## src/hdl/sgp_pkg.sv

```systemverilog
// ----------------------------------------------------------------------------
// sgp_pkg: shared types, constants and exp tables for the SiLU gated product
// Holds the channel payload structs, the item record passed from the front
// to the back, and the two constant exp(-x) tables built at elaboration.
// ----------------------------------------------------------------------------
package sgp_pkg;

  localparam int DATA_W       = 16;
  localparam int FRAC_W       = DATA_W / 2;
  localparam int WHOLE_W      = DATA_W - FRAC_W;
  localparam int SERIES_TERMS = 30;
  localparam int FRAC_DEPTH   = 2 ** FRAC_W;
  // exp(-1)^n floors to zero well before n reaches this depth.
  localparam int PWR_DEPTH    = 64;
  localparam int PWR_IDX_W    = $clog2(PWR_DEPTH);
  localparam int Q_DEPTH      = 4;
  localparam int Q_PTR_W      = $clog2(Q_DEPTH);
  localparam int Q_CNT_W      = $clog2(Q_DEPTH + 1);

  localparam int EXP_W        = 63;             // Q2.62 values up to 1.0
  localparam int Q_FRAC       = 31;             // Q1.31 fraction bits
  localparam int SIG_W        = Q_FRAC + 1;     // sigmoid / exp in Q1.31
  localparam int DEN_W        = SIG_W + 1;
  localparam int DVD_W        = SIG_W + Q_FRAC;
  localparam int PROD_W       = 2 * DATA_W;
  localparam int PART_W       = DATA_W + SIG_W;
  localparam int SUM_W        = PROD_W + SIG_W;
  localparam int SCALE_SH     = Q_FRAC + FRAC_W;
  localparam int MAG_W        = SUM_W - SCALE_SH;

  localparam logic [63:0] ONE_Q62 = 64'd1 << 62;
  localparam logic [SIG_W-1:0] ONE_Q31 = SIG_W'(1) << Q_FRAC;
  localparam logic signed [DATA_W-1:0] SAT_MAX = {1'b0, {(DATA_W-1){1'b1}}};
  localparam logic signed [DATA_W-1:0] SAT_MIN = {1'b1, {(DATA_W-1){1'b0}}};

  typedef struct packed {
    logic signed [DATA_W-1:0] gate_value;
    logic signed [DATA_W-1:0] up_value;
  } in_item_t;

  typedef struct packed {
    logic signed [DATA_W-1:0] product_value;
    logic                     saturated;
  } out_item_t;

  // Classified item: magnitudes, table indexes and signs.
  typedef struct packed {
    logic [DATA_W-1:0]    gate_mag;
    logic [DATA_W-1:0]    up_mag;
    logic [PWR_IDX_W-1:0] whole_idx;
    logic [FRAC_W-1:0]    frac;
    logic                 gate_neg;
    logic                 prod_neg;
  } cls_item_t;

  typedef struct packed {
    logic full;
    logic empty;
  } q_stat_t;

  // Payload carried alongside the divider.
  typedef struct packed {
    logic [PROD_W-1:0] prod;
    logic              prod_neg;
  } div_tag_t;

  typedef logic [63:0] frac_tbl_t [FRAC_DEPTH];
  typedef logic [63:0] pwr_tbl_t [PWR_DEPTH];

  // Floored product of two Q2.62 values that are not above 1.0.
  function automatic logic [63:0] mul_q62(input logic [63:0] a, input logic [63:0] b);
    logic [127:0] p;
    p = 128'(a) * 128'(b);
    return p[125:62];
  endfunction

  // exp(-r / 2^FRAC_W) in Q2.62 by the truncated Taylor series.
  function automatic logic [63:0] exp_neg_small(input logic [63:0] r);
    logic [63:0] sum;
    logic [63:0] term;
    logic [63:0] whole;
    logic [63:0] part;
    sum  = ONE_Q62;
    term = ONE_Q62;
    for (int k = 1; k <= SERIES_TERMS; k++) begin
      whole = term >> FRAC_W;
      part  = term & ((64'd1 << FRAC_W) - 64'd1);
      term  = (whole * r + ((part * r) >> FRAC_W)) / 64'(k);
      if (k[0]) begin
        sum = sum - term;
      end else begin
        sum = sum + term;
      end
    end
    return sum;
  endfunction

  function automatic frac_tbl_t build_frac_tbl();
    frac_tbl_t t;
    for (int i = 0; i < FRAC_DEPTH; i++) begin
      t[i] = exp_neg_small(64'(i));
    end
    return t;
  endfunction

  function automatic pwr_tbl_t build_pwr_tbl();
    pwr_tbl_t t;
    logic [63:0] e1;
    e1   = exp_neg_small(64'd1 << FRAC_W);
    t[0] = ONE_Q62;
    for (int i = 1; i < PWR_DEPTH; i++) begin
      t[i] = mul_q62(t[i-1], e1);
    end
    return t;
  endfunction

  localparam frac_tbl_t FRAC_EXP_TBL = build_frac_tbl();
  localparam pwr_tbl_t  PWR_EXP_TBL  = build_pwr_tbl();

endpackage

```

## src/hdl/sgp_front.sv

```systemverilog
// ----------------------------------------------------------------------------
// sgp_front: input stage of the SiLU gated product
// Accepts input transactions, splits the operands into sign and magnitude and
// forms the exp table indexes, then hands the record to the queue.
// ----------------------------------------------------------------------------
module sgp_front (
  input  logic                 clk,
  input  logic                 rst_n,
  input  logic                 in_valid,
  output logic                 in_stall,
  input  sgp_pkg::in_item_t    in_data,
  input  logic                 q_full,
  output logic                 push,
  output sgp_pkg::cls_item_t   push_item
);
  import sgp_pkg::*;

  logic        valid_r;
  logic        valid_nxt;
  cls_item_t   item_r;
  cls_item_t   item_nxt;
  logic        accept;
  logic [DATA_W-1:0] g_bits;
  logic [DATA_W-1:0] u_bits;
  logic [WHOLE_W-1:0] whole;

  assign push     = valid_r && !q_full;
  assign in_stall = valid_r && q_full;
  assign accept   = in_valid && !in_stall;
  assign push_item = item_r;

  always_comb begin
    g_bits = in_data.gate_value;
    u_bits = in_data.up_value;
    item_nxt.gate_neg = g_bits[DATA_W-1];
    item_nxt.prod_neg = g_bits[DATA_W-1] ^ u_bits[DATA_W-1];
    item_nxt.gate_mag = g_bits[DATA_W-1] ? (~g_bits + 1'b1) : g_bits;
    item_nxt.up_mag   = u_bits[DATA_W-1] ? (~u_bits + 1'b1) : u_bits;
    whole = item_nxt.gate_mag[DATA_W-1:FRAC_W];
    // Beyond the table the exp chain is already zero.
    if (whole > WHOLE_W'(PWR_DEPTH - 1)) begin
      item_nxt.whole_idx = PWR_IDX_W'(PWR_DEPTH - 1);
    end else begin
      item_nxt.whole_idx = whole[PWR_IDX_W-1:0];
    end
    item_nxt.frac = item_nxt.gate_mag[FRAC_W-1:0];
  end

  assign valid_nxt = accept || (valid_r && !push);

  always_ff @(posedge clk) begin
    if (!rst_n) begin
      valid_r <= 1'b0;
    end else begin
      valid_r <= valid_nxt;
    end
  end

  always_ff @(posedge clk) begin
    if (accept) begin
      item_r <= item_nxt;
    end
  end

endmodule

```

## config.mk

```make
export PLATFORM = sky130hd
export DESIGN_NAME = sgp_front
export DESIGN_NICKNAME = d
export VERILOG_FILES = /design/src/hdl/sgp_pkg.sv /design/src/hdl/sgp_front.sv
export SDC_FILE = /design/constraint.sdc
export NUM_CORES = 1
export LEC_CHECK = 0
export ABC_CLOCK_PERIOD_IN_PS = 5500
export CORE_MARGIN = 2
export CORE_UTILIZATION = 45
export CTS_CLUSTER_SIZE = 40
export DETAILED_ROUTE_END_ITERATION = 7
export DONT_BUFFER_PORTS = 1
export HOLD_SLACK_MARGIN = 0.15
export PLACE_DENSITY = 0.69
export REMOVE_ABC_BUFFERS = 1
export SLEW_MARGIN = 25
export SYNTH_ARGS = -nofsm -noshare
export SYNTH_HDL_FRONTEND = slang
export SYNTH_SLANG_ARGS = --single-unit
```

## constraint.sdc

```tcl
create_clock -name clk -period 5.5 [get_ports clk]
set_clock_uncertainty 0.05 [all_clocks]
set_input_delay 0.825 -clock clk [delete_from_list [all_inputs] [get_ports clk]]
set_output_delay 0.825 -clock clk [all_outputs]
set_load 0.03 [all_outputs]
```

==> run metrics <==
Num CTS Buffers=5; Seq/Total Area, Yosys=between 50 and 60%; initial drt markers=38; worst hold stages=0; worst slew pin tran=roughly 580 ps; Cells after Synth=approximately 160; HP Class=in2reg; routability congestion estimate=roughly 0.73; Worst Setup Start Kind=primary input; Critical Setup Path Class=in2reg; most area-hungry cell type in the Yosys netlist=edfxtp_1; CP arrival=about 2200 ps; final net count=187; Core ar.=4350 sq um; final hold violation count=0; Avg Inst Size Synth=roughly 13 sq um; PD cells=337 nW/um^2; Die H=slightly above 70 um; vias in the first global route=about 1.2k; FF/Latch Area=between 1000 and 1500 sq um; PostCTS Resize Cnt=0; list of most frequent post-synthesis cells=edfxtp_1 (40), xnor2_1 (24), o21ai_0 (9); RSZ-0062 raised after global routing=false; Design Power=a little over 0.0007 W; highest clock rate=approximately 450 MHz; Worst R2R End=push_item[45]; Final Cell Area=roughly 2200 sq um; Top-Level Pins=86; Vias/cell=5.74; top-area cell type share of the netlist area=between 50 and 60%; input/output buffers=0; global-route met1 utilization=between 10% and 20%; r2r worst-path depth=3; met3 usage=9.70%; FFs w/ async S/R, synth=0%; ranking of synthesized cells by area=edfxtp_1 (59%), xnor2_1 (10%), buf_4 (2.9%); clock share of power=31.3%; Switching Fraction=between 20 and 30%; TNS Setup=0 ps; met2 Track Usage GR=about 25%; Detailed Route WL=3500 um; RR Startpoint=valid_r; Sinks on Clock Net=roughly 40; Critical Path Source=in_data[26]; fill cell count=approximately 380; WL per Instance=17.3 um; Slew HR=about three fifths; Die Wd=~71 um; ratio of cells with drive above 1 in the final layout=10.7%; synth warn=0; die area=about 5000 sq um; DP HPWL=2660 um; CP required=approximately 5500 ps; cell-internal power=around 0.00054 W; H-tree depth=2; status=completed; most frequent cell after synthesis=edfxtp_1; first-pass GRT wire length=between 5000 and 6000 um; Combinational Power Share=about 8%; Longest Clk Path Bufs=2; via count=1159; Core Rows=24; Tmin final=2210 ps; Hold Crit Endpoint=push_item[16]; largest net degree at the start of global routing=41; sequential share of power=60.8%; worst skew pair latency=between 200 and 300 ps; synthesized flop and latch total=41; worst-path fanout max=6; busiest layer in global routing=met2; final setup fails=0; Synth Flop Type=edfxtp_1; worst vdd ir=0.114 mV; Pleak=between 0.6 and 0.7 nW; switching power=0.000187 W; 1st-pass router iterations=4; DRC viols=0; Placed Area=about 2000 sq um; beginning of the worst hold path=in_data[0]; GRT Overall Usage=approximately 14%; Starting Density=a little under half; max_cap viols=0; crit end category=flop; Reg2Reg Setup Slack=around 3800 ps; post-synth cell types=34; CTS tree=yes; cell area after synthesis=about 2000 sq um; fin crit share=about 40%; Post-synth EDFFs=40; initial antenna violation count=0; Post-CTS Setup Repair Bufs=0; gr ovfl total=0; root buffer cell=clkbuf_8; Inserted Diodes=0; antenna-violating nets left=0; final slew viol count=0; final non-filler cell total=~200; placed insts=between 150 and 200; Clk pin slew, worst setup/hold paths=70 ps; CTS Hold Buffers Added=0; multi-input logic area=roughly 710 sq um; P&R area growth vs syn=5.71%
==> worst max-delay path by stage <==
stage	depth (start not counted)	endpoint	slack (ps)
final	4	push_item[15]	3290
after global routing	4	push_item[15]	3250
after CTS	4	push_item[13]	3320
after detailed placement	4	push_item[13]	3020
after global placement	4	push_item[15]	3050
after floorplan	2	push_item[0]	2080
==> cells by family (layout without fill, tap and decap cells) <==
group | count (synthesis) | after routing | synth area share [%]
compound gates | 26 | 26 | 9.77
fa+ha+maj | 2 | 2 | 1.23
flops | 41 | 41 | 60.0
xor+xnor | 26 | 26 | 11.2
simple gates | 41 | 41 | 12.5
buf+inv | 19 | 14 | 5.34
==> sequential cells by signal, summed over array words and instances (netlist names) <==
register and count:
push_item 40, valid_r 1
==> critical path: stages <==
cell and delay [ps]:
or4_1 570, nor4_2 370, a211o_1 290, nand3b_1 110
==> per-layer routing <==
metal  vias to the layer above  wire length, um
met5                         -                0
met1                       545             1180
met2                        57             1880
li1                        555                -
met3                         2              417
met4                         0               17
==> stage by stage <==
stage	hold WS, ps	utilization, %	setup slack [ps]
2_1_floorplan	729	-	2080
3_3_place_gp	775	46.4	3050
3_5_place_dp	793	46.4	3020
4_1_cts	573	48.8	3320
5_1_grt	562	49.5	3250
6_report	588	49.5	3290
==> cells in the final DEF, fill, tap and decap left out, drive strengths merged <==
master  instances
o21a            1
o31ai           6
bufinv          1
or4             5
nand2b          4
ha              2
nor4            2
xnor2          24
nand4b          1
nor2            4
or2             3
clkbuf          6
nand2           7
edfxtp         40
dfxtp           1
nor4b           1
o21ai          11
nor3            1
a21boi          1
or3             3
nand3b          6
xor2            2
nand3           1
a211o           1
clkinv          1
buf             1
nor2b           2
inv             5
o41ai           6
and2            1
==> power groups by stage <==
stage | combinational [W] | clock, W | sequential (W)
floorplan | 0.0000451 | 0 | 0.000446
global placement | 0.0000517 | 0 | 0.000449
detailed placement | 0.0000548 | 0 | 0.000449
CTS | 0.0000545 | 0.000234 | 0.000442
global route | 0.0000632 | 0.000248 | 0.000444
finish | 0.0000570 | 0.000227 | 0.000441
==> layout make-up <==
| class | instances | share of cell area, % |
|---|---|---|
| inverters | 5 | 0.872 |
| multi-input cells | 95 | 33.2 |
| repair buffers | 1 | 1.28 |
| clock inverters | 2 | 1.57 |
| flip-flops and latches | 41 | 56.7 |
| well taps | 52 | 3.02 |
| clock buffers | 6 | 3.37 |
No activity file was read; power rests on OpenSTA's default activity.
