<file path="src/hdl/sgp_pkg.sv">
// ----------------------------------------------------------------------------
// sgp_pkg: shared types, constants and exp tables for the SiLU gated product
// Holds the channel payload structs, the item record passed from the front
// to the back, and the two constant exp(-x) tables built at elaboration.
// ----------------------------------------------------------------------------
package sgp_pkg;

  localparam int DATA_W       = 16;
  localparam int FRAC_W       = DATA_W / 2;
  localparam int WHOLE_W      = DATA_W - FRAC_W;
  localparam int SERIES_TERMS = 30;
  localparam int FRAC_DEPTH   = 2 ** FRAC_W;
  // exp(-1)^n floors to zero well before n reaches this depth.
  localparam int PWR_DEPTH    = 64;
  localparam int PWR_IDX_W    = $clog2(PWR_DEPTH);
  localparam int Q_DEPTH      = 4;
  localparam int Q_PTR_W      = $clog2(Q_DEPTH);
  localparam int Q_CNT_W      = $clog2(Q_DEPTH + 1);

  localparam int EXP_W        = 63;             // Q2.62 values up to 1.0
  localparam int Q_FRAC       = 31;             // Q1.31 fraction bits
  localparam int SIG_W        = Q_FRAC + 1;     // sigmoid / exp in Q1.31
  localparam int DEN_W        = SIG_W + 1;
  localparam int DVD_W        = SIG_W + Q_FRAC;
  localparam int PROD_W       = 2 * DATA_W;
  localparam int PART_W       = DATA_W + SIG_W;
  localparam int SUM_W        = PROD_W + SIG_W;
  localparam int SCALE_SH     = Q_FRAC + FRAC_W;
  localparam int MAG_W        = SUM_W - SCALE_SH;

  localparam logic [63:0] ONE_Q62 = 64'd1 << 62;
  localparam logic [SIG_W-1:0] ONE_Q31 = SIG_W'(1) << Q_FRAC;
  localparam logic signed [DATA_W-1:0] SAT_MAX = {1'b0, {(DATA_W-1){1'b1}}};
  localparam logic signed [DATA_W-1:0] SAT_MIN = {1'b1, {(DATA_W-1){1'b0}}};

  typedef struct packed {
    logic signed [DATA_W-1:0] gate_value;
    logic signed [DATA_W-1:0] up_value;
  } in_item_t;

  typedef struct packed {
    logic signed [DATA_W-1:0] product_value;
    logic                     saturated;
  } out_item_t;

  // Classified item: magnitudes, table indexes and signs.
  typedef struct packed {
    logic [DATA_W-1:0]    gate_mag;
    logic [DATA_W-1:0]    up_mag;
    logic [PWR_IDX_W-1:0] whole_idx;
    logic [FRAC_W-1:0]    frac;
    logic                 gate_neg;
    logic                 prod_neg;
  } cls_item_t;

  typedef struct packed {
    logic full;
    logic empty;
  } q_stat_t;

  // Payload carried alongside the divider.
  typedef struct packed {
    logic [PROD_W-1:0] prod;
    logic              prod_neg;
  } div_tag_t;

  typedef logic [63:0] frac_tbl_t [FRAC_DEPTH];
  typedef logic [63:0] pwr_tbl_t [PWR_DEPTH];

  // Floored product of two Q2.62 values that are not above 1.0.
  function automatic logic [63:0] mul_q62(input logic [63:0] a, input logic [63:0] b);
    logic [127:0] p;
    p = 128'(a) * 128'(b);
    return p[125:62];
  endfunction

  // exp(-r / 2^FRAC_W) in Q2.62 by the truncated Taylor series.
  function automatic logic [63:0] exp_neg_small(input logic [63:0] r);
    logic [63:0] sum;
    logic [63:0] term;
    logic [63:0] whole;
    logic [63:0] part;
    sum  = ONE_Q62;
    term = ONE_Q62;
    for (int k = 1; k <= SERIES_TERMS; k++) begin
      whole = term >> FRAC_W;
      part  = term & ((64'd1 << FRAC_W) - 64'd1);
      term  = (whole * r + ((part * r) >> FRAC_W)) / 64'(k);
      if (k[0]) begin
        sum = sum - term;
      end else begin
        sum = sum + term;
      end
    end
    return sum;
  endfunction

  function automatic frac_tbl_t build_frac_tbl();
    frac_tbl_t t;
    for (int i = 0; i < FRAC_DEPTH; i++) begin
      t[i] = exp_neg_small(64'(i));
    end
    return t;
  endfunction

  function automatic pwr_tbl_t build_pwr_tbl();
    pwr_tbl_t t;
    logic [63:0] e1;
    e1   = exp_neg_small(64'd1 << FRAC_W);
    t[0] = ONE_Q62;
    for (int i = 1; i < PWR_DEPTH; i++) begin
      t[i] = mul_q62(t[i-1], e1);
    end
    return t;
  endfunction

  localparam frac_tbl_t FRAC_EXP_TBL = build_frac_tbl();
  localparam pwr_tbl_t  PWR_EXP_TBL  = build_pwr_tbl();

endpackage

</file>
<file path="src/hdl/sgp_queue.sv">
// ----------------------------------------------------------------------------
// sgp_queue: short queue between the front and the back
// A small register queue that lets the front keep accepting while the back
// is held by a stalled receiver.
// ----------------------------------------------------------------------------
module sgp_queue (
  input  logic               clk,
  input  logic               rst_n,
  input  logic               push,
  input  sgp_pkg::cls_item_t push_item,
  input  logic               pop,
  output sgp_pkg::cls_item_t head_item,
  output sgp_pkg::q_stat_t   stat
);
  import sgp_pkg::*;

  cls_item_t            mem_r [Q_DEPTH];
  logic [Q_PTR_W-1:0]   wr_ptr_r;
  logic [Q_PTR_W-1:0]   rd_ptr_r;
  logic [Q_CNT_W-1:0]   cnt_r;
  logic [Q_CNT_W-1:0]   cnt_nxt;

  assign head_item  = mem_r[rd_ptr_r];
  assign stat.full  = (cnt_r == Q_CNT_W'(Q_DEPTH));
  assign stat.empty = (cnt_r == '0);

  always_comb begin
    cnt_nxt = cnt_r;
    if (push && !pop) begin
      cnt_nxt = cnt_r + 1'b1;
    end else if (pop && !push) begin
      cnt_nxt = cnt_r - 1'b1;
    end
  end

  always_ff @(posedge clk) begin
    if (!rst_n) begin
      wr_ptr_r <= '0;
      rd_ptr_r <= '0;
      cnt_r    <= '0;
    end else begin
      cnt_r <= cnt_nxt;
      if (push) begin
        wr_ptr_r <= wr_ptr_r + 1'b1;
      end
      if (pop) begin
        rd_ptr_r <= rd_ptr_r + 1'b1;
      end
    end
  end

  always_ff @(posedge clk) begin
    if (push) begin
      mem_r[wr_ptr_r] <= push_item;
    end
  end

endmodule

</file>
<file path="config.mk">
export PLATFORM = sky130hd
export DESIGN_NAME = sgp_queue
export DESIGN_NICKNAME = d
export VERILOG_FILES = /design/src/hdl/sgp_pkg.sv /design/src/hdl/sgp_queue.sv
export SDC_FILE = /design/constraint.sdc
export NUM_CORES = 1
export LEC_CHECK = 0
export BUFFER_PORTS_ARGS = -buffer_cell sky130_fd_sc_hd__buf_2
export CORE_MARGIN = 5
export CORE_UTILIZATION = 40
export DETAILED_ROUTE_END_ITERATION = 10
export GPL_ROUTABILITY_DRIVEN = 0
export HOLD_SLACK_MARGIN = 0.03
export SYNTH_ARGS = -nofsm -noshare
export SYNTH_HDL_FRONTEND = slang
export SYNTH_SLANG_ARGS = --single-unit
</file>
<file path="constraint.sdc">
create_clock -name clk -period 2.8 [get_ports clk]
set_input_delay 0.14 -clock clk [delete_from_list [all_inputs] [get_ports clk]]
set_output_delay 0.14 -clock clk [all_outputs]
set_load 0.02 [all_outputs]
</file>
==> summary.md, run 1 <==
| Metric | Value |
|---|---|
| Status | `finished, final reports clean` |
| H-tree depth | `1` |
| Post-synth top area share | `78.3%` |
| Final Cycle Share | `83.1%` |
| # rows | `49` |
| Leakage power | `3.19 nW` |
| Switching Power | `1.52 mW` |
| IR Drop Worst-Case VDD | `0.427 mV` |
| Endpoints failing setup | `0` |
| Die W | `146 um` |
| Crit Path Max Fanout | `29` |
| CTS root buf | `clkbuf_16` |
| Netlist Area Pre-Place | `0.00736 mm2` |
| Top cells by area, synth | `edfxtp_1 (78%), mux4_2 (15%), dfxtp_1 (2.4%)` |
| IO buf count | `101` |
| Die area | `0.0212 mm2` |
| Antenna violations before repair | `0` |
| Pwr dens | `728 mW/mm2` |
| Skew-Pair Late Insertion Delay | `490 ps` |
| Critical Path AT | `2190 ps` |
| Worst Path Required | `2660 ps` |
| Seq cells post-synth | `201` |
| Sequential fraction of the synthesis area | `80.7%` |
| Synth Net Count | `351` |
| TritonCTS buffer count | `21` |
| Logic gate share of total power | `11.5%` |
| Worst path cell trace | `buf_12 -> mux4_2 -> buf_2` |
| CP Capture Type | `output port` |
| Initial Util | `40.9%` |
| Chip Height | `146 um` |
| Sw Share | `22.4%` |
| Area grow syn2layout | `26.8%` |
| Initial drt markers | `220` |
| Vias in the first global route | `3860` |
| Internal | `5.27 mW` |
| Worst Tran Pin Value | `644 ps` |
| RSZ-0062 raised after global routing | `false` |
| DR pass1 iterations | `4` |
| First-pass GRT wire length | `22100 um` |
| Setup bufs post-CTS | `0` |
| HP Class | `input port to flop` |
| Syn_area_per_cell | `25.1 um2` |
| Via Count | `3480` |
| Worst-path clk slew | `60 ps` |
| Headroom to the max-slew limit | `57.1%` |
| Clk pwr share | `36.8%` |
| Ports | `102` |
| MaxCap Viol Count | `0` |
| Remaining global-route overflow | `0` |
| Final worst path period need | `2330 ps` |
| Share of layout cells above drive strength 1 | `39.0%` |
| Dominant cell type by area after synthesis | `edfxtp_1` |
| Nets | `521` |
| Crit start category | `flop` |
| Total Neg Setup Slack | `0 ps` |
| Post-CTS sizing | `0` |
| Slowest-stage cell, CP | `dfxtp_4` |
| Slowest stage delay, CP | `620 ps` |
| Total power | `6.79 mW` |
| Clock skew | `15.1 ps` |
| Core Util, Final | `51.8%` |
| WL per Instance | `19.5 um` |
| Max-slew violations | `0` |
| Syn. warnings | `0` |
| Global Route Usage Sum | `13.1%` |
| Mapped Cells | `293` |
| Core ar. | `0.0180 mm2` |
| Setup CP Type | `flop to output port` |
| Peak Freq | `430 MHz` |
| Worst path bufs/invs | `2` |
| TritonCTS clock tree | `built` |
| WHS | `67.6 ps` |
| CTS Buffer Depth | `3` |
| Post-DP HPWL | `8470 um` |
| Number of diodes | `0` |
| Post-synthesis cell type count | `21` |
| Final hold violations | `0` |
| Largest net degree at the start of global routing | `38` |
| DRC viols | `0` |
| Post-route ant nets | `0` |
| Routed vias/inst | `4.93` |
| Part of the power in registers | `51.7%` |
| Post-Route WL | `13800 um` |
| CP delay by family, top | `flip-flops` |
| Sink Count | `201` |
[sequential cells by signal, summed over array words and instances (netlist names), named ones only]
name and cells:
mem_r 192, wr_ptr_r 2, rd_ptr_r 2, cnt_r 3
[synth_stat cells]
| cell | count |
|---|---|
| edfxtp_1 | 192 |
| mux4_2 | 48 |
| and2_1 | 9 |
| dfxtp_1 | 9 |
| ha_1 | 5 |
| inv_1 | 4 |
| buf_2 | 3 |
| buf_6 | 3 |
| xor2_1 | 3 |
| buf_4 | 2 |
| clkbuf_1 | 2 |
| mux2i_1 | 2 |
| nor2b_1 | 2 |
| xnor2_1 | 2 |
| a21boi_0 | 1 |
| fa_1 | 1 |
| nand2_1 | 1 |
| nor3_1 | 1 |
| nor3b_1 | 1 |
| o21ai_0 | 1 |
| or3_1 | 1 |
[stage by stage]
stage	setup WS (ps)	instances	instance area (um2)
floorplan	702	293	7360
finish	473	706	9330
global placement	908	620	8220
CTS	397	706	9330
detailed placement	913	620	8220
global route	315	706	9330
[cell usage in the layout, fill, tap and decap left out, types with 2 or more instances in the layout]
| cell type | instances |
|---|---|
| ha_1 | 5 |
| buf_12 | 6 |
| inv_1 | 4 |
| xor2_1 | 3 |
| dlygate4sd3_1 | 49 |
| clkbuf_16 | 21 |
| buf_2 | 101 |
| mux4_2 | 48 |
| xnor2_1 | 2 |
| and2_1 | 5 |
| nor2b_1 | 2 |
| inv_6 | 2 |
| mux2i_1 | 2 |
| and2_2 | 4 |
| edfxtp_1 | 192 |
| clkbuf_1 | 4 |
| clkinv_1 | 9 |
| dfxtp_1 | 7 |
[repair_timing]
| item | CTS | global route |
|---|---|---|
| setup endpoints to repair | 0 | 0 |
| hold buffers | 49 | 0 |
| hold endpoints to repair | 201 | 0 |
[routing by layer]
| metal | up-vias | part of all wire [%] | track usage [%] |
|---|---|---|---|
| met5 | - | 0 | 0 |
| met4 | 0 | 1.2 | 2.99 |
| met3 | 12 | 5.8 | 3.27 |
| met2 | 99 | 49 | 21.0 |
| met1 | 1791 | 44 | 18.4 |
| li1 | 1578 | - | - |
[layout make-up]
class	count	area (um2)
multi-input cells	78	1340
flip-flops and latches	201	5950
repair buffers	157	1120
inverters	4	15.0
fillers	1440	8690
clock buffers	25	541
clock inverters	12	81.3
well taps	229	287
[worst reg2reg max path, stage by stage, from the launching register on]
cell and delay, ps:
dfxtp_1 330, inv_1 90, ha_1 130, and2_2 560, buf_12 300
[cells by family after synthesis]
kind of cell,synth area share (%)
buffers and inverters,1.17
flip-flops,80.7
multiplexers,15.0
AO/OA/AOI/OAI,0.170
adder cells (fa/ha/maj),1.12
XOR/XNOR,0.595
AND/OR/NAND/NOR,1.24
[power groups by stage]
stage / Clock, mW / Sequential, mW / Combinational [mW]
3_3_place_gp: 0 / 3.57 / 0.732
2_1_floorplan: 0 / 3.55 / 0.485
3_5_place_dp: 0 / 3.58 / 0.744
4_1_cts: 2.57 / 3.52 / 0.802
6_report: 2.50 / 3.51 / 0.778
5_1_grt: 2.70 / 3.53 / 0.842
[final timing paths]
check                                  from            end  slack [ps]  depth (start not counted)
worst max-delay path                   flop  head_item[34]         470                          3
worst min-delay path                   push    wr_ptr_r[1]          70                          3
worst max register to register  wr_ptr_r[1]   mem_r[1][45]        1060                          4
worst min register to register     cnt_r[2]       cnt_r[2]         540                          2
(Power assumes the default switching activity.)
==> run 2, diff against run 1 <==
ABC_AREA = 1   (was default)
clock period = 2.3 ns   (was 2.8 ns; I/O delays follow)
==> run 2 against run 1 <==
Against the previous run:
- non-clock buffer count is 11 higher
- die area is 3.2% higher
- utilization is 0.61 points lower
- largest cell class unchanged
- highest routed layer unchanged
==> summary.md, run 2 <==
| Metric | Value |
|---|---|
| Total Neg Setup Slack | `0 ps` |
| Final hold violations | `0` |
| Asr flop ratio synth | `0%` |
| Worst path cell trace | `inv_6 -> buf_4 -> o21ai_0 -> o22ai_1 -> buf_2` |
| Nets | `740` |
| Max-slew violations | `0` |
| Initial Util | `40.7%` |
| Routed vias/inst | `5.16` |
| CP delay by family, top | `buffers and inverters` |
| Post-route ant nets | `0` |
| Ports | `102` |
| Top cells by count, synth | `edfxtp_1 (192), o21ai_0 (93), nor2_1 (91)` |
| HP Class | `input port to flop` |
| Post-Route WL | `16800 um` |
| Top reg by flops | `mem_r` |
| DRC viols | `0` |
| Via Count | `4800` |
| Endpoints failing setup | `0` |
| Dominant cell type by area after synthesis | `edfxtp_1` |
| Skew-Pair Late Insertion Delay | `480 ps` |
| Crit start category | `flop` |
| Most frequent cells in the layout | `edfxtp_1 (192), buf_2 (101), o21ai_0 (93)` |
| R2r worst-path depth | `5` |
| Setup bufs post-CTS | `0` |
| Netlist Area Pre-Place | `0.00762 mm2` |
| Final Cycle Share | `90.7%` |
| IR Drop Worst-Case VDD | `0.410 mV` |
| Total power | `8.28 mW` |
| MaxCap Viol Count | `0` |
| Syn_area_per_cell | `14.6 um2` |
| Status | `finished, final reports clean` |
| Critical Path AT | `1970 ps` |
| Pwr dens | `864 mW/mm2` |
| Sink Count | `201` |
| WL per Instance | `18.0 um` |
| Synth Net Count | `581` |
| Largest net degree at the start of global routing | `59` |
| Leakage power | `3.42 nW` |
| Logic depth of the worst path, buffers included | `5` |
| Min-delay src | `push_item[2]` |
| Headroom to the max-slew limit | `66.5%` |
| Number of diodes | `0` |
| Share of layout cells above drive strength 1 | `22.8%` |
| Post-route insts no fill | `930` |
| Slowest-stage cell, CP | `dfxtp_4` |
| First-pass GRT wire length | `26500 um` |
| Global Route Usage Sum | `15.1%` |
| DR pass1 iterations | `4` |
| Prevailing post-synth register cell | `edfxtp_1` |
| Crit Path Max Fanout | `56` |
| Commonest non-fill, non-tap cell in the layout | `edfxtp_1` |
| Syn. warnings | `0` |
| Slowest stage delay, CP | `360 ps` |
| Mapped Cells | `523` |
| # rows | `50` |
| Post-DP HPWL | `10100 um` |
| Setup CP Type | `flop to output port` |
| Post-synth top area share | `75.7%` |
| Core ar. | `0.0187 mm2` |
| Worst path bufs/invs | `3` |
| Chip Height | `148 um` |
| CP Capture Type | `output port` |
| Initial drt markers | `285` |
| Antenna violations before repair | `0` |
| Seq cells post-synth | `201` |
| Number of flops mapped to enable cells by yosys | `192` |
| Sequential fraction of the synthesis area | `78.0%` |
| Die W | `148 um` |
| Clock skew | `9.33 ps` |
| Worst Tran Pin Value | `502 ps` |
| Final worst path period need | `2090 ps` |
| TritonCTS buffer count | `20` |
| CTS Buffer Depth | `3` |
| Placed Instances | `842` |
| Worst Path Required | `2180 ps` |
| Top flop regs | `mem_r (192), cnt_r (3)` |
| IO buf count | `101` |
| Vias in the first global route | `4863` |
| Remaining global-route overflow | `0` |
| TritonCTS clock tree | `built` |
| Largest register FFs | `192` |
| R2r startpoint | `wr_ptr_r[1]` |
| H-tree depth | `1` |
| Peak Freq | `479 MHz` |
| Count leader, synth | `edfxtp_1` |
| Top cells by area, synth | `edfxtp_1 (76%), o21ai_0 (6.1%), nor2_1 (4.5%)` |
| RSZ-0062 raised after global routing | `false` |
| Post-synthesis cell type count | `24` |
| CTS root buf | `clkbuf_16` |
| Hold Path Stages | `2` |
| Die area | `0.0219 mm2` |
| Area grow syn2layout | `25.6%` |
| Worst-path clk slew | `60 ps` |
-- run 2: routing by layer --
metal | up-vias | routed length, um | track usage, %
met4 | 0 | 193 | 2.91
met1 | 2355 | 7160 | 20.3
li1 | 2273 | - | -
met3 | 19 | 1250 | 3.43
met5 | - | 0 | 0
met2 | 153 | 8170 | 25.6
-- run 2: power by group --
group          leakage, nW  total, mW  internal (mW)  switching, mW
Combinational         1.27      0.926          0.323          0.603
Clock                0.310       3.12           1.89           1.23
Sequential            1.84       4.23           4.18         0.0489
-- run 2: logic make-up (layout without fill, tap and decap cells) --
kind of cell    after synthesis  after routing  share of synthesized area (%)
fa+ha+maj                     6              6                           1.08
buf+inv                      48            221                           3.96
compound gates              154            154                           10.9
flops                       201            201                           78.0
simple gates                114            114                           6.03
-- run 2: path summary, 6_finish.rpt --
| check | slack, ps | to |
|---|---|---|
| hold reg to reg | 450 | flop |
| setup / recovery | 210 | head_item[4] |
| setup reg to reg | 720 | mem_r[1][35] |
| hold / removal | 380 | mem_r[1][2] |
-- run 2: area by class of cell --
type / count / area (um2)
Sequential cell: 201 / 5950
Fill cell: 1565 / 9130
Tap cell: 234 / 293
Clock inverter: 9 / 88.8
Clock buffer: 27 / 548
Timing Repair Buffer: 168 / 1250
Multi-Input combinational cell: 274 / 1370
Inverter: 17 / 71.3
-- run 2: metrics by stage --
step	setup WS, ps	utilization (%)	area [um2]	hold WS (ps)
final	213	51.2	9570	384
after global routing	35.5	51.2	9570	385
after CTS	23.7	51.1	9560	366
after detailed placement	535	44.9	8400	332
after global placement	585	44.9	8400	324
after floorplan	370	-	7620	214
-- run 2: repair_timing --
action | CTS | global route
hold endpoints to repair | 201 | 0
hold buffers | 52 | 0
setup endpoints to repair | 0 | 10
resized for setup | 0 | 5
==> run 3, diff against run 2 <==
CELL_PAD_IN_SITES_DETAIL_PLACEMENT = 0   (was default)
CELL_PAD_IN_SITES_GLOBAL_PLACEMENT = 1   (was default)
PLACE_DENSITY_LB_ADDON = 0.1   (was default)
==> run 3 against run 2 <==
Against the previous run:
- wire length fell by 1.5%
- first-iteration DRC count fell by 12%
- sequential share of layout area rose by 0.11 points
- critical endpoint is now head_item[42]
- worst hold slack improved by 4.8 ps
- combinational power fell by 2.8%
- critical path type unchanged
- worst setup slack got worse by 42 ps
- die area did not move
- highest routed layer unchanged
- clock skew fell by 6.0 ps
- via count fell by 2.6%
- flip-flop and latch count did not move
==> summary.md, run 3 (synthesis gave the netlist of run 2 again) <==
| Metric | Value |
|---|---|
| Design area | `0.00955 mm2` |
| Final hold violations | `0` |
| Sw Share | `22.9%` |
| IR Drop Worst-Case VDD | `0.540 mV` |
| Post-Route WL | `16500 um` |
| Chip Height | `148 um` |
| Top Layer Used | `met4` |
| Core ar. | `0.0187 mm2` |
| Largest register FFs | `192` |
| Endpoints failing setup | `0` |
| Remaining global-route overflow | `0` |
| DRC viols | `0` |
| Crit start category | `flop` |
| Critical Path AT | `2010 ps` |
| Area of the multi-input gates | `0.00137 mm2` |
| Vias in the first global route | `4855` |
| Routed vias/inst | `5.03` |
| Hold Path Stages | `2` |
| Switching Power | `1.94 mW` |
| R2r worst-path depth | `5` |
| Pwr dens | `886 mW/mm2` |
| DR pass1 iterations | `4` |
| Max-slew violations | `0` |
| Headroom to the max-slew limit | `63.5%` |
| Post-route ant nets | `0` |
| # rows | `50` |
| Logic gate share of total power | `10.6%` |
| Setup bufs post-CTS | `0` |
| H-tree depth | `1` |
| Part of the power in registers | `50.0%` |
| Skew-Pair Late Insertion Delay | `480 ps` |
| Worst-path clk slew | `60 ps` |
| Antenna violations before repair | `1` |
| Slowest stage delay, CP | `550 ps` |
| Status | `finished, final reports clean` |
| First-pass GRT wire length | `25900 um` |
| Sink Count | `201` |
| RSZ-0062 raised after global routing | `true` |
| Peak Freq | `470 MHz` |
| Slowest-stage cell, CP | `dfxtp_4` |
| Initial drt markers | `251` |
| TritonCTS clock tree | `built` |
| Global Route Usage Sum | `14.9%` |
| Ports | `102` |
| Area grow syn2layout | `25.4%` |
| Clock skew | `3.36 ps` |
| CTS Buffer Depth | `3` |
| Met1 wire length | `7580 um` |
| Commonest non-fill, non-tap cell in the layout | `edfxtp_1` |
| Top flop regs | `mem_r (192), cnt_r (3)` |
| Crit Path Max Fanout | `38` |
| Post-DP HPWL | `8970 um` |
| Final Cycle Share | `92.6%` |
| Largest net degree at the start of global routing | `58` |
| Total Neg Setup Slack | `0 ps` |
| Worst path cell trace | `buf_6 -> o21ai_0 -> o22ai_1 -> buf_2` |
| Placement Cell Area | `0.00834 mm2` |
| Top reg by flops | `mem_r` |
| CTS root buf | `clkbuf_16` |
| # fillers | `1607` |
| Die area | `0.0219 mm2` |
| TritonCTS buffer count | `22` |
| Most frequent cells in the layout | `edfxtp_1 (192), buf_2 (101), o21ai_0 (93)` |
| Clk pwr share | `39.4%` |
| CP Capture Type | `output port` |
| Met2 routed WL | `7970 um` |
| R2r setup slk | `940 ps` |
| Via Count | `4675` |
| Worst Tran Pin Value | `547 ps` |
| Final worst path period need | `2130 ps` |
| WL per Instance | `17.8 um` |
| MaxCap Viol Count | `0` |
| FF+latch area | `0.00595 mm2` |
| Die W | `148 um` |
| HP Class | `input port to flop` |
| Worst Path Required | `2180 ps` |
| Initial Util | `40.7%` |
| Leakage power | `3.41 nW` |
| Setup CP Type | `flop to output port` |
| Nets | `737` |
| Internal | `6.52 mW` |
| IO buf count | `101` |
| Share of layout cells above drive strength 1 | `22.9%` |
| Metal3 WL | `676 um` |
[run 3: final cells by class]
cell class / count / area share, %
sequential: 201 / 62.3
multi-input combinational: 274 / 14.4
timing repair buffer: 163 / 12.2
clock buffer: 27 / 6.18
tap: 234 / 3.07
clock inverter: 12 / 1.07
inverter: 17 / 0.747
antenna: 1 / 0.0262
[run 3: power by group through the flow]
stage	clock, mW	sequential [mW]	combinational [mW]
3_5_place_dp	0	4.30	0.851
6_report	3.33	4.23	0.900
5_1_grt	3.59	4.24	0.993
2_1_floorplan	0	4.29	0.531
3_3_place_gp	0	4.30	0.838
4_1_cts	3.42	4.23	0.921
[run 3: critical path, delay by kind of cell (launching register included)]
| family | cells | cell delay (ps) |
|---|---|---|
| buffers and inverters | 2 | 550 |
| DFF | 1 | 550 |
| AOI/OAI and AO/OA | 2 | 420 |
[run 3: per-layer routing]
metal	vias up	track usage (%)
met5	-	0
met1	2278	19.9
li1	2273	-
met3	26	2.54
met2	98	25.6
met4	0	3.70
[run 3: what timing repair did]
item,CTS,global route
hold buffers,51,0
endpoints found under the setup margin,0,11
hold endpoints to repair,201,0
resized for setup,0,3
[run 3: stage by stage]
stage | hold slack, ps | power [mW] | instances | setup slack [ps] | util, %
after floorplan | 214 | 4.82 | 523 | 370 | -
after global placement | 326 | 5.14 | 838 | 614 | 44.6
after detailed placement | 331 | 5.16 | 838 | 578 | 44.6
after CTS | 368 | 8.57 | 928 | 50.7 | 51.0
after global routing | 386 | 8.82 | 929 | -11.2 | 51.1
final | 389 | 8.46 | 929 | 171 | 51.1
[run 3: path summary, 6_finish.rpt]
path	startpoint	to
hold reg to reg	rd_ptr_r[1]	flop
setup reg to reg	wr_ptr_r[0]	mem_r[2][21]
setup / recovery	flop	head_item[42]
hold / removal	push_item[9]	mem_r[0][9]
